===== src/design/lssr_pkg.sv =====
// shared types and constants for the least-squares scale ratio unit
// no dependencies

package lssr_pkg;

  localparam int unsigned IN_W         = 16;
  localparam int unsigned DOT_TERM_W   = 32;
  localparam int unsigned SQ_TERM_W    = 33;
  localparam int unsigned SUM_W        = 64;
  localparam int unsigned FRAC_W       = 16;
  localparam int unsigned SCALE_W      = 32;
  localparam int unsigned DIV_STEPS    = SUM_W + FRAC_W;
  localparam int unsigned QUEUE_DEPTH  = 4;
  localparam int unsigned ROUND_SHIFT  = 14;

  typedef enum logic [1:0] {
    BK_ACC,
    BK_DIV,
    BK_FIN
  } back_state_e;

  typedef struct packed {
    logic signed [DOT_TERM_W-1:0] dot_term;
    logic [SQ_TERM_W-1:0]         sq_term;
    logic                         last;
  } lssr_term_t;

endpackage


===== src/design/lssr_front.sv =====
// front end: accepts element pairs and forms the product terms in two stages
// depends on lssr_pkg

module lssr_front (
  input  logic                        clk_i,
  input  logic                        rst_ni,
  input  logic                        weighted_mode_i,
  input  logic                        in_valid_i,
  output logic                        in_ready_o,
  input  logic [lssr_pkg::IN_W-1:0]   a_value_i,
  input  logic [lssr_pkg::IN_W-1:0]   t_value_i,
  input  logic [lssr_pkg::IN_W-1:0]   w2_value_i,
  input  logic                        last_i,
  output logic                        push_valid_o,
  input  logic                        push_ready_i,
  output lssr_pkg::lssr_term_t        push_data_o
);
  import lssr_pkg::*;

  localparam int unsigned A2_W   = 2 * IN_W - 1;
  localparam int unsigned PROD_W = A2_W + IN_W + 1;

  logic                         s1_valid_q;
  logic signed [DOT_TERM_W-1:0] s1_at_q;
  logic [A2_W-1:0]              s1_aa_q;
  logic [IN_W-1:0]              s1_w2_q;
  logic                         s1_last_q;
  logic                         s2_valid_q;
  lssr_term_t                   s2_term_q;

  logic signed [2*IN_W-1:0] at_full;
  logic signed [2*IN_W-1:0] aa_full;
  logic [PROD_W-1:0]        wprod;
  logic [SQ_TERM_W-1:0]     sq_term;
  logic                     s1_adv;
  logic                     s2_adv;

  assign at_full = $signed(a_value_i) * $signed(t_value_i);
  assign aa_full = $signed(a_value_i) * $signed(a_value_i);
  assign wprod   = PROD_W'(s1_aa_q) * PROD_W'(s1_w2_q)
                 + PROD_W'(1 << (ROUND_SHIFT - 1));
  assign sq_term = weighted_mode_i ? wprod[ROUND_SHIFT +: SQ_TERM_W]
                                   : SQ_TERM_W'(s1_aa_q);

  assign s2_adv       = !s2_valid_q || push_ready_i;
  assign s1_adv       = !s1_valid_q || s2_adv;
  assign in_ready_o   = s1_adv;
  assign push_valid_o = s2_valid_q;
  assign push_data_o  = s2_term_q;

  always_ff @(posedge clk_i or negedge rst_ni) begin
    if (!rst_ni) begin
      s1_valid_q <= 1'b0;
      s2_valid_q <= 1'b0;
    end else begin
      if (s1_adv) s1_valid_q <= in_valid_i;
      if (s2_adv) s2_valid_q <= s1_valid_q;
    end
  end

  always_ff @(posedge clk_i) begin
    if (s1_adv && in_valid_i) begin
      s1_at_q   <= DOT_TERM_W'(at_full);
      s1_aa_q   <= aa_full[A2_W-1:0];
      s1_w2_q   <= w2_value_i;
      s1_last_q <= last_i;
    end
    if (s2_adv && s1_valid_q) begin
      s2_term_q.dot_term <= s1_at_q;
      s2_term_q.sq_term  <= sq_term;
      s2_term_q.last     <= s1_last_q;
    end
  end

endmodule


===== src/design/lssr_queue.sv =====
// short queue of product terms between front and back
// depends on lssr_pkg

module lssr_queue #(
  parameter int unsigned DEPTH = lssr_pkg::QUEUE_DEPTH
) (
  input  logic                 clk_i,
  input  logic                 rst_ni,
  input  logic                 push_valid_i,
  output logic                 push_ready_o,
  input  lssr_pkg::lssr_term_t push_data_i,
  output logic                 pop_valid_o,
  input  logic                 pop_ready_i,
  output lssr_pkg::lssr_term_t pop_data_o
);
  import lssr_pkg::*;

  localparam int unsigned PTR_W = (DEPTH > 1) ? $clog2(DEPTH) : 1;
  localparam int unsigned CNT_W = $clog2(DEPTH + 1);

  lssr_term_t       mem_q [DEPTH];
  logic [PTR_W-1:0] wr_ptr_q;
  logic [PTR_W-1:0] rd_ptr_q;
  logic [CNT_W-1:0] cnt_q;
  logic             do_push;
  logic             do_pop;

  assign push_ready_o = cnt_q != CNT_W'(DEPTH);
  assign pop_valid_o  = cnt_q != '0;
  assign pop_data_o   = mem_q[rd_ptr_q];
  assign do_push      = push_valid_i && push_ready_o;
  assign do_pop       = pop_valid_o && pop_ready_i;

  always_ff @(posedge clk_i or negedge rst_ni) begin
    if (!rst_ni) begin
      wr_ptr_q <= '0;
      rd_ptr_q <= '0;
      cnt_q    <= '0;
    end else begin
      if (do_push) begin
        wr_ptr_q <= (wr_ptr_q == PTR_W'(DEPTH - 1)) ? '0 : wr_ptr_q + 1'b1;
      end
      if (do_pop) begin
        rd_ptr_q <= (rd_ptr_q == PTR_W'(DEPTH - 1)) ? '0 : rd_ptr_q + 1'b1;
      end
      if (do_push && !do_pop) begin
        cnt_q <= cnt_q + 1'b1;
      end else if (do_pop && !do_push) begin
        cnt_q <= cnt_q - 1'b1;
      end
    end
  end

  always_ff @(posedge clk_i) begin
    if (do_push) mem_q[wr_ptr_q] <= push_data_i;
  end

endmodule


===== src/design/lssr_back.sv =====
// back end: accumulates the sums and runs the restoring divider per matrix
// depends on lssr_pkg

module lssr_back (
  input  logic                          clk_i,
  input  logic                          rst_ni,
  input  logic                          pop_valid_i,
  output logic                          pop_ready_o,
  input  lssr_pkg::lssr_term_t          pop_data_i,
  output logic                          out_valid_o,
  input  logic                          out_ready_i,
  output logic [lssr_pkg::SCALE_W-1:0]  scale_value_o,
  output logic                          zero_den_o,
  output logic                          saturated_o
);
  import lssr_pkg::*;

  localparam int unsigned CNT_W = $clog2(DIV_STEPS);
  localparam int unsigned QUO_W = SCALE_W + 1;

  back_state_e state_q;
  back_state_e state_d;

  logic [SUM_W-1:0]   dot_q;
  logic [SUM_W-1:0]   sq_q;
  logic [SUM_W-1:0]   dvd_q;
  logic [SUM_W-1:0]   rem_q;
  logic [SUM_W-1:0]   den_q;
  logic [QUO_W-1:0]   quo_q;
  logic               ovf_q;
  logic               neg_q;
  logic               zden_q;
  logic [CNT_W-1:0]   cnt_q;
  logic               out_valid_q;
  logic [SCALE_W-1:0] out_scale_q;
  logic               out_zden_q;
  logic               out_sat_q;

  logic [SUM_W-1:0]   dot_next;
  logic [SUM_W-1:0]   sq_next;
  logic [SUM_W:0]     trial;
  logic [SUM_W:0]     diff;
  logic               ge;
  logic [QUO_W-1:0]   limit;
  logic               sat;
  logic [SCALE_W-1:0] mag;
  logic [SCALE_W-1:0] scale;
  logic               do_pop;
  logic               load_out;
  logic               div_done;

  assign dot_next = dot_q + SUM_W'(pop_data_i.dot_term);
  assign sq_next  = sq_q + SUM_W'(pop_data_i.sq_term);
  assign trial    = {rem_q, dvd_q[SUM_W-1]};
  assign diff     = trial - {1'b0, den_q};
  assign ge       = trial >= {1'b0, den_q};
  assign div_done = cnt_q == CNT_W'(DIV_STEPS - 1);

  assign limit = neg_q ? QUO_W'(33'h080000000) : QUO_W'(33'h07FFFFFFF);
  assign sat   = !zden_q && (ovf_q || (quo_q > limit));
  assign mag   = sat ? limit[SCALE_W-1:0] : quo_q[SCALE_W-1:0];
  assign scale = zden_q ? '0 : (neg_q ? (~mag + 1'b1) : mag);

  // next state
  always_comb begin
    state_d = state_q;
    unique case (state_q)
      BK_ACC: begin
        if (pop_valid_i && pop_data_i.last) begin
          state_d = (sq_next == '0) ? BK_FIN : BK_DIV;
        end
      end
      BK_DIV: begin
        if (div_done) state_d = BK_FIN;
      end
      BK_FIN: begin
        if (!out_valid_q || out_ready_i) state_d = BK_ACC;
      end
      default: state_d = BK_ACC;
    endcase
  end

  // state outputs
  always_comb begin
    pop_ready_o = 1'b0;
    load_out    = 1'b0;
    unique case (state_q)
      BK_ACC:  pop_ready_o = 1'b1;
      BK_DIV:  ;
      BK_FIN:  load_out = !out_valid_q || out_ready_i;
      default: ;
    endcase
  end

  assign do_pop = pop_valid_i && pop_ready_o;

  always_ff @(posedge clk_i or negedge rst_ni) begin
    if (!rst_ni) begin
      state_q     <= BK_ACC;
      dot_q       <= '0;
      sq_q        <= '0;
      out_valid_q <= 1'b0;
    end else begin
      state_q <= state_d;
      if (do_pop) begin
        dot_q <= pop_data_i.last ? '0 : dot_next;
        sq_q  <= pop_data_i.last ? '0 : sq_next;
      end
      if (load_out) begin
        out_valid_q <= 1'b1;
      end else if (out_ready_i) begin
        out_valid_q <= 1'b0;
      end
    end
  end

  always_ff @(posedge clk_i) begin
    if (do_pop && pop_data_i.last) begin
      den_q  <= sq_next;
      neg_q  <= dot_next[SUM_W-1];
      dvd_q  <= dot_next[SUM_W-1] ? (~dot_next + 1'b1) : dot_next;
      rem_q  <= '0;
      quo_q  <= '0;
      ovf_q  <= 1'b0;
      zden_q <= sq_next == '0;
      cnt_q  <= '0;
    end else if (state_q == BK_DIV) begin
      rem_q <= ge ? diff[SUM_W-1:0] : trial[SUM_W-1:0];
      dvd_q <= {dvd_q[SUM_W-2:0], 1'b0};
      quo_q <= {quo_q[QUO_W-2:0], ge};
      ovf_q <= ovf_q | quo_q[QUO_W-1];
      cnt_q <= cnt_q + 1'b1;
    end
    if (load_out) begin
      out_scale_q <= scale;
      out_zden_q  <= zden_q;
      out_sat_q   <= sat;
    end
  end

  assign out_valid_o   = out_valid_q;
  assign scale_value_o = out_scale_q;
  assign zero_den_o    = out_zden_q;
  assign saturated_o   = out_sat_q;

`ifndef SYNTHESIS
  a_cnt_range: assert property (@(posedge clk_i) disable iff (!rst_ni)
    state_q == BK_DIV |-> cnt_q <= CNT_W'(DIV_STEPS - 1))
    else $error("divider step count out of range");

  a_den_nonzero: assert property (@(posedge clk_i) disable iff (!rst_ni)
    state_q == BK_DIV |-> den_q != '0)
    else $error("divider running on a zero denominator");

  a_last_leaves_acc: assert property (@(posedge clk_i) disable iff (!rst_ni)
    do_pop && pop_data_i.last |=> state_q != BK_ACC)
    else $error("last element did not start the ratio");

  a_zden_result: assert property (@(posedge clk_i) disable iff (!rst_ni)
    out_valid_q && out_zden_q |-> out_scale_q == '0 && !out_sat_q)
    else $error("zero denominator result not cleared");
`endif

endmodule


===== src/design/least_squares_scale_ratio_unit.sv =====
// Least-squares scale ratio unit: streams element pairs, accumulates the dot
// and square sums and reports sum_at / sum_a2 as saturated Q16.16 per matrix.
// The front forms the products in a two-stage pipeline and accepts one element
// per cycle while the four-entry queue has room; the back adds one term per
// cycle while it accumulates. After the last element of a matrix the back runs
// a restoring divider, one quotient bit per cycle (skipped when the square sum
// is zero), then loads the result into the output register once the output is
// free; elements keep entering the queue meanwhile.
// depends on lssr_pkg, lssr_front, lssr_queue, lssr_back

module least_squares_scale_ratio_unit #(
  parameter int unsigned QUEUE_DEPTH = lssr_pkg::QUEUE_DEPTH
) (
  input  logic        clk_i,
  input  logic        rst_ni,
  input  logic        cfg_valid_i,
  output logic        cfg_ready_o,
  input  logic        cfg_data_i,     // weighted_mode
  input  logic        s_axis_tvalid,
  output logic        s_axis_tready,
  input  logic [47:0] s_axis_tdata,   // a_value, t_value, w2_value
  input  logic        s_axis_tlast,   // last_element
  output logic        m_axis_tvalid,
  input  logic        m_axis_tready,
  output logic [31:0] m_axis_tdata,   // scale_value
  output logic [1:0]  m_axis_tuser    // zero_denominator, saturated
);
  import lssr_pkg::*;

  logic       mode_q;
  logic       push_valid;
  logic       push_ready;
  lssr_term_t push_data;
  logic       pop_valid;
  logic       pop_ready;
  lssr_term_t pop_data;
  logic       zden;
  logic       sat;

  assign cfg_ready_o = 1'b1;

  always_ff @(posedge clk_i or negedge rst_ni) begin
    if (!rst_ni) begin
      mode_q <= 1'b0;
    end else if (cfg_valid_i && cfg_ready_o) begin
      mode_q <= cfg_data_i;
    end
  end

  lssr_front u_front (
    .clk_i           (clk_i),
    .rst_ni          (rst_ni),
    .weighted_mode_i (mode_q),
    .in_valid_i      (s_axis_tvalid),
    .in_ready_o      (s_axis_tready),
    .a_value_i       (s_axis_tdata[15:0]),
    .t_value_i       (s_axis_tdata[31:16]),
    .w2_value_i      (s_axis_tdata[47:32]),
    .last_i          (s_axis_tlast),
    .push_valid_o    (push_valid),
    .push_ready_i    (push_ready),
    .push_data_o     (push_data)
  );

  lssr_queue #(
    .DEPTH (QUEUE_DEPTH)
  ) u_queue (
    .clk_i        (clk_i),
    .rst_ni       (rst_ni),
    .push_valid_i (push_valid),
    .push_ready_o (push_ready),
    .push_data_i  (push_data),
    .pop_valid_o  (pop_valid),
    .pop_ready_i  (pop_ready),
    .pop_data_o   (pop_data)
  );

  lssr_back u_back (
    .clk_i         (clk_i),
    .rst_ni        (rst_ni),
    .pop_valid_i   (pop_valid),
    .pop_ready_o   (pop_ready),
    .pop_data_i    (pop_data),
    .out_valid_o   (m_axis_tvalid),
    .out_ready_i   (m_axis_tready),
    .scale_value_o (m_axis_tdata),
    .zero_den_o    (zden),
    .saturated_o   (sat)
  );

  assign m_axis_tuser = {sat, zden};

endmodule


===== config.mk =====
export PLATFORM = sky130hd
export DESIGN_NAME = least_squares_scale_ratio_unit
export DESIGN_NICKNAME = d
export VERILOG_FILES = /design/src/design/lssr_pkg.sv /design/src/design/lssr_front.sv /design/src/design/lssr_queue.sv /design/src/design/lssr_back.sv /design/src/design/least_squares_scale_ratio_unit.sv
export SDC_FILE = /design/constraint.sdc
export NUM_CORES = 2
export LEC_CHECK = 0
export BUFFER_PORTS_ARGS = -buffer_cell sky130_fd_sc_hd__clkbuf_2
export CAP_MARGIN = 20
export CORE_ASPECT_RATIO = 0.6
export CORE_MARGIN = 5
export CORE_UTILIZATION = 57
export CTS_CLUSTER_DIAMETER = 200
export DETAILED_ROUTE_END_ITERATION = 8
export PLACE_DENSITY = 0.77
export SLEW_MARGIN = 20
export SYNTH_ARGS = -nofsm -noshare
export SYNTH_HDL_FRONTEND = slang
export SYNTH_HIERARCHICAL = 1
export SYNTH_SLANG_ARGS = --single-unit

===== constraint.sdc =====
create_clock -name clk_i -period 10.3 [get_ports clk_i]
set_clock_uncertainty 0.05 [all_clocks]
set_input_delay 0 -clock clk_i [delete_from_list [all_inputs] [get_ports clk_i]]
set_output_delay 0 -clock clk_i [all_outputs]
set_load 0.02 [all_outputs]

* After elaboration in Yosys (flattened, before gate mapping)
Memory sizes are Yosys's and may differ from the RTL's. Index checks and enable logic that the tools add are counted.
Storage, ports and cells: bits in registers 556, RAM bits 264, input port bits 55, output and inout bits 37, logic and storage cells 109, memories 1
Memories:
- u_queue.mem_q | words 4, width 66, read ports 1, clocked after memory_dff 0, wr ports 1, line lssr_queue.sv:21 | lssr_term_t mem_q [DEPTH];
Operators by class: $add $sub $neg 11, multipliers 3, magnitude comparators 2, equality and inequality tests 9, muxes and demuxes 25, bitwise gates (word level) 3, reduce and logical (&&, ||, !) cells 26
Operators with widths (count):
- two-way mux 64 bit | 6
- two-way mux 32 bit | 3
- greater-or-equal comparator 65 x 64 -> 1 bit | 1
- adder 64 x 1 -> 64 bit, second input constant | 1
- adder 64 x 33 -> 64 bit | 1
- adder 64 bit | 1
- logical NOT 64 bit | 1
- inverter 64 bit | 1
- subtractor 64 bit | 1
- adder 47 x 14 -> 47 bit, second input constant | 1
- multiplier 31 x 16 -> 47 bit | 1
- > comparator 33 bit | 1
- adder 32 x 1 -> 32 bit, second input constant | 1
- multiplier 16 x 16 -> 32 bit | 1
- inverter 32 bit | 1
- multiplier 16 x 16 -> 31 bit | 1
- two-way mux 31 bit | 1
- two-way mux 2 bit | 6
- logical AND 1 bit | 9
- adder 7 x 1 -> 7 bit, second input constant | 1
- == test 7 bit, second input constant | 1
- == test 2 bit, second input constant | 3
- logical NOT 1 bit | 6
- two-way mux 1 bit | 6
- other kinds (14) | 23

* Longest topological paths before layout
depth after elaboration 8, gate-level depth with buffers 25, mapped depth without buffers 24

* Modules after synthesis
Netlist, hierarchy kept.
By module, submodules not included:
- lssr_front | times used 1, cells an instance 4018, area an instance 38669.6 um^2, sequential area each 4404.2 um^2
- lssr_back | times used 1, cells an instance 3460, area an instance 29230.5 um^2, sequential area each 10304.9 um^2
- lssr_queue | times used 1, cells an instance 382, area an instance 9972.1 um^2, sequential area each 8102.8 um^2
- least_squares_scale_ratio_unit | times used 1, cells an instance 6, area an instance 66.3 um^2, sequential area each 25.0 um^2

* Worst setup path after synthesis
Ideal clock, no wire load.
kind flip-flop to flip-flop, start point reg u_front.s1_w2_q[1], end point reg u_front.s2_term_q (netlist bit u_front/push_data_o[31]), data pin, library setup time 0.260 ns, arrival time 6.009 ns, required time 9.990 ns, path slack 3.982 ns, stages on the path, launching flop included 22, buffers on the path 2, period minus slack after synthesis 6.318 ns, cell sequence edfxtp_1 > clkbuf_1 > clkbuf_1 > nand2_1 > fa_1 > fa_1 > fa_1 > inv_1 > fa_1 > fa_1 > inv_1 > fa_1 > inv_1 > ha_1 > a21oi_1 > o21ai_1 > or3_1 > o211a_1 > o211a_1 > nor3_2 > xnor2_1 > mux2_2
On the way: word-level cells in the longest chain between the ends 3
Ends and longest elaborated chain:
- from (decl) | line lssr_front.sv:26 | logic [IN_W-1:0] s1_w2_q;
- from (signal assigned) | line lssr_front.sv:65 | s1_w2_q <= w2_value_i;
- multiplier 31 x 16 -> 47 bit | line lssr_front.sv:40 | assign wprod = PROD_W'(s1_aa_q) * PROD_W'(s1_w2_q)
- adder 47 x 14 -> 47 bit | line lssr_front.sv:41 | + PROD_W'(1 << (ROUND_SHIFT - 1));
- two-way mux 31 bit | line lssr_front.sv:42 | assign sq_term = weighted_mode_i ? wprod[ROUND_SHIFT +: SQ_TERM_W]
- via u_front.sq_term[30] | line lssr_front.sv:34 | logic [SQ_TERM_W-1:0] sq_term;
- to (decl) | line lssr_front.sv:29 | lssr_term_t s2_term_q;
The timed path passes the listed nets, and every way through them passes these cells. A chain may end at the register's enable or synchronous reset.

* Final worst setup path
start point reg u_front.s1_aa_q[20], end point reg u_front.s2_term_q (netlist bit u_front/push_data_o[31]), data pin
On the way: word-level cells in the longest chain between the ends 3
Ends and longest elaborated chain:
- from (decl) | line lssr_front.sv:25 | logic [A2_W-1:0] s1_aa_q;
- from (signal assigned) | line lssr_front.sv:64 | s1_aa_q <= aa_full[A2_W-1:0];
- multiplier 31 x 16 -> 47 bit | line lssr_front.sv:40
- adder 47 x 14 -> 47 bit | line lssr_front.sv:41
- two-way mux 31 bit | line lssr_front.sv:42
- via u_front.sq_term[30] | line lssr_front.sv:34
The timed path passes the listed nets, and every way through them passes these cells.

==> metrics.txt <==
Yosys top cell by area fa_1; Worst Path Arrival between 7 and 8 ns; DRT iter0 DRCs roughly 6300; hold depth 3; CTS buffer count 81; first-pass GRT wire length approximately 320 mm; Root Driver clkbuf_16; RSZ-0062 raised after global routing false; Post-route DRC 0; Setup Fix Bufs, Post-CTS 0; vias in the first global route ~60000; sequential cell area fraction in the yosys report between 20 and 30%; period utilization between 70% and 80%; Hold Path End mode_q$_DFFE_PN0P_; FF-to-FF End u_front/push_data_o[31]$_DFFE_PP_; layout cell share with drive strength beyond 1 approximately 5.6%; Max Fanout on Critical Path 17; synth cell count leaders inv_1 (1224), nand2_1 (919), fa_1 (895); Sink Count roughly 820; CORE AREA 0.136 mm2; YS warnings 6; Crit. End Element register; initial antenna violation count 7; CTS tree done; starting density of the core a little under three fifths; Area Overhead vs Synth 6.29%; die area between 0.1 and 0.15 mm2; largest net degree at the start of global routing 87; post-detailed-routing wire length about 200 mm; Post-DRT Antenna Nets 0; Synth Cell Area a little under 0.08 mm2; share of the synthesized area in the top cell type 23.0%; Die W 487 um; CTS max path bufs 3; # IOs 92; slowest stage cell, crit path edfxtp_1; Core Util, Final around 60%; r2r startpoint u_front/s1_aa_q[20]$_DFFE_PP_; IO buf count 90; Slew Viols, Final 0; Netlist cell types approximately 110; outcome complete, no violations; Synth Register Bits 819; post-route setup TNS 0 ns; CTS clk-pin slew, worst paths approximately 0.07 ns; H-tree levels 3; die height about 300 um; Setup CP Type reg -> reg; worst hold-check path type in -> reg; critical path, cell by cell and2_1 -> fa_1 -> inv_1 -> fa_1 -> fa_1 -> inv_1 -> fa_1 -> fa_1 -> inv_1 -> fa_1 -> inv_1 -> ha_1 -> a21oi_1 -> o21ai_1 -> a21oi_1 -> o21ai_1 -> or3_1 -> o211a_1 -> nor3_2 -> xnor2_1 -> mux2_2; CP required 10.65 ns; Via-to-Cell Ratio 6.02; Slowest Stage Delay on Critical Path roughly 1.1 ns; Synth area leaders fa_1 (23%), edfxtp_1 (22%), ha_1 (8.2%); cell repeated most along the worst path fa_1; RePlAce Congestion 0.972; Mapped Cells 7866; GR Util All Layers 28.1%; post-detail-place hpwl around 150 mm; Critical path buffers and inverters 4; asr flop ratio synth 17.2%; Reg2Reg Depth 21; PostCTS Resize Cnt 0; # rows 105; hold buffers post-CTS 42; Tmin final 7.41 ns; number of flops mapped to enable cells by yosys around 570; Crit path max-delay family adder cells; Max Cap Viol 0; drt pass-1 iters 6; commonest register cell after synthesis edfxtp_1; Setup violations, final 0; final net count between 9000 and 10000; final hold vios 0; Reg2Reg Setup Slack 2.89 ns; count leader, synth inv_1; Rel. slew slack a little over a quarter; total congestion overflow 0; Syn Area/Cell 9.91 um2; Routed wire per std cell a little over 20 um; vias just under 60000; Hold Startpoint cfg_valid_i; Max Clk Rate 135 MHz; Least-Margin Pin Slew 1.09 ns; worst skew pair latency between 0.6 and 0.7 ns; Worst Setup Start Kind register
layout by cell type, fill, tap and decap left out, types with 20 or more instances in the layout:
cell type and instances:
xnor2_1 190, nand4_1 73, inv_1 1222, dfxtp_1 105
o21bai_1 37, ha_1 511, edfxtp_1 573, nand3_1 92
nand2b_1 43, nor3_1 93, a31oi_1 44, and2_1 397
fa_1 895, nor2b_1 33, and3_1 42, nor2_1 282
o211ai_1 26, o31ai_1 59, o21ai_0 368, clkbuf_1 20
or3_1 48, mux2_2 21, a21oi_1 360, dlygate4sd3_1 41
a211oi_1 67, clkbuf_2 89, buf_4 64, a22o_1 89
nand2_1 916, o21a_1 49, mux4_2 66, a21o_1 146
clkbuf_16 81, nor4_1 32, dfrtp_1 139, xor2_1 126
per-layer routing:
layer | part of all wire, % | vias up | track usage (%)
li1 | - | 26100 | -
met1 | 44 | 28800 | 43.1
met2 | 42 | 3032 | 40.1
met3 | 13 | 298 | 8.11
met4 | 1.6 | 2 | 5.02
met5 | 0.0095 | - | 0
worst max path at each step:
stage                                              endpoint  slack [ns]                     startpoint  cells after the start
after global routing      u_front/push_data_o[27]$_DFFE_PP_        2.68  u_front/s1_w2_q[10]$_DFFE_PP_                     20
after floorplan           u_front/push_data_o[31]$_DFFE_PP_        3.98   u_front/s1_w2_q[1]$_DFFE_PP_                     21
after global placement    u_front/push_data_o[27]$_DFFE_PP_        3.01  u_front/s1_w2_q[10]$_DFFE_PP_                     19
final                     u_front/push_data_o[31]$_DFFE_PP_        2.89  u_front/s1_aa_q[20]$_DFFE_PP_                     21
after CTS                 u_front/push_data_o[31]$_DFFE_PP_        3.12  u_front/s1_aa_q[20]$_DFFE_PP_                     21
after detailed placement      u_front/s1_at_q[31]$_DFFE_PP_        3.15                s_axis_tdata[9]                     23
sequential cells by signal, indices dropped and copies added (netlist names), 2 cells and up:
| signal | flops |
|---|---|
| u_back/cnt_q | 7 |
| u_back/den_q | 64 |
| u_back/dot_q | 64 |
| u_back/dvd_q | 64 |
| u_back/quo_q | 33 |
| u_back/rem_q | 64 |
| u_back/scale_value_o | 32 |
| u_back/sq_q | 64 |
| u_back/state_q | 2 |
| u_front/push_data_o | 66 |
| u_front/s1_aa_q | 30 |
| u_front/s1_at_q | 32 |
| u_front/s1_w2_q | 16 |
| u_queue/cnt_q | 3 |
| u_queue/mem_q | 264 |
| u_queue/rd_ptr_q | 2 |
| u_queue/wr_ptr_q | 2 |
metrics by stage:
step | cells | area, um2 | worst slack, ns | hold slack, ns
3_5_place_dp | 9483 | 79800 | 3.15 | -0.0603
6_report | 9674 | 82800 | 2.89 | 0.0858
5_1_grt | 9674 | 82800 | 2.68 | 0.0707
2_1_floorplan | 7871 | 78000 | 3.98 | -0.346
4_1_cts | 9672 | 82800 | 3.12 | 0.0473
3_3_place_gp | 9482 | 79800 | 3.01 | -0.0690
final cells by class:
cell class | count | area, um2
fill | 11000 | 53400
multi-input combinational | 5462 | 49100
sequential | 819 | 22800
inverter | 1228 | 4610
tap | 1819 | 2280
clock buffer | 104 | 2140
timing repair buffer | 197 | 1400
clock inverter | 43 | 427
antenna | 2 | 5.00
worst reg2reg max path: cells and delay by family, from the launching register on:
| kind | cells | cell delay (ns) |
|---|---|---|
| AO/OA/AOI/OAI | 5 | 1.30 |
| flip-flops | 1 | 1.07 |
| AND/OR/NAND/NOR | 3 | 0.94 |
| multiplexers | 1 | 0.26 |
| buffers and inverters | 4 | 0.25 |
| XOR/XNOR | 1 | 0.09 |
| adder cells (fa/ha/maj) | 7 | 3.22 |
cells by family after synthesis:
group,Yosys count,share of synthesized area [%]
adders and majority gates,1406,31.2
buffers and inverters,1590,7.77
xor gates and xnor gates,319,3.60
and+or+nand+nor,2170,13.5
other,3,0.0144
muxes,100,2.38
DFF,819,29.3
AOI/OAI and AO/OA,1459,12.2
Power is left out: the tool's default activity adds up to more than one toggle a clock period on the data nets, which glitch-free logic cannot reach.
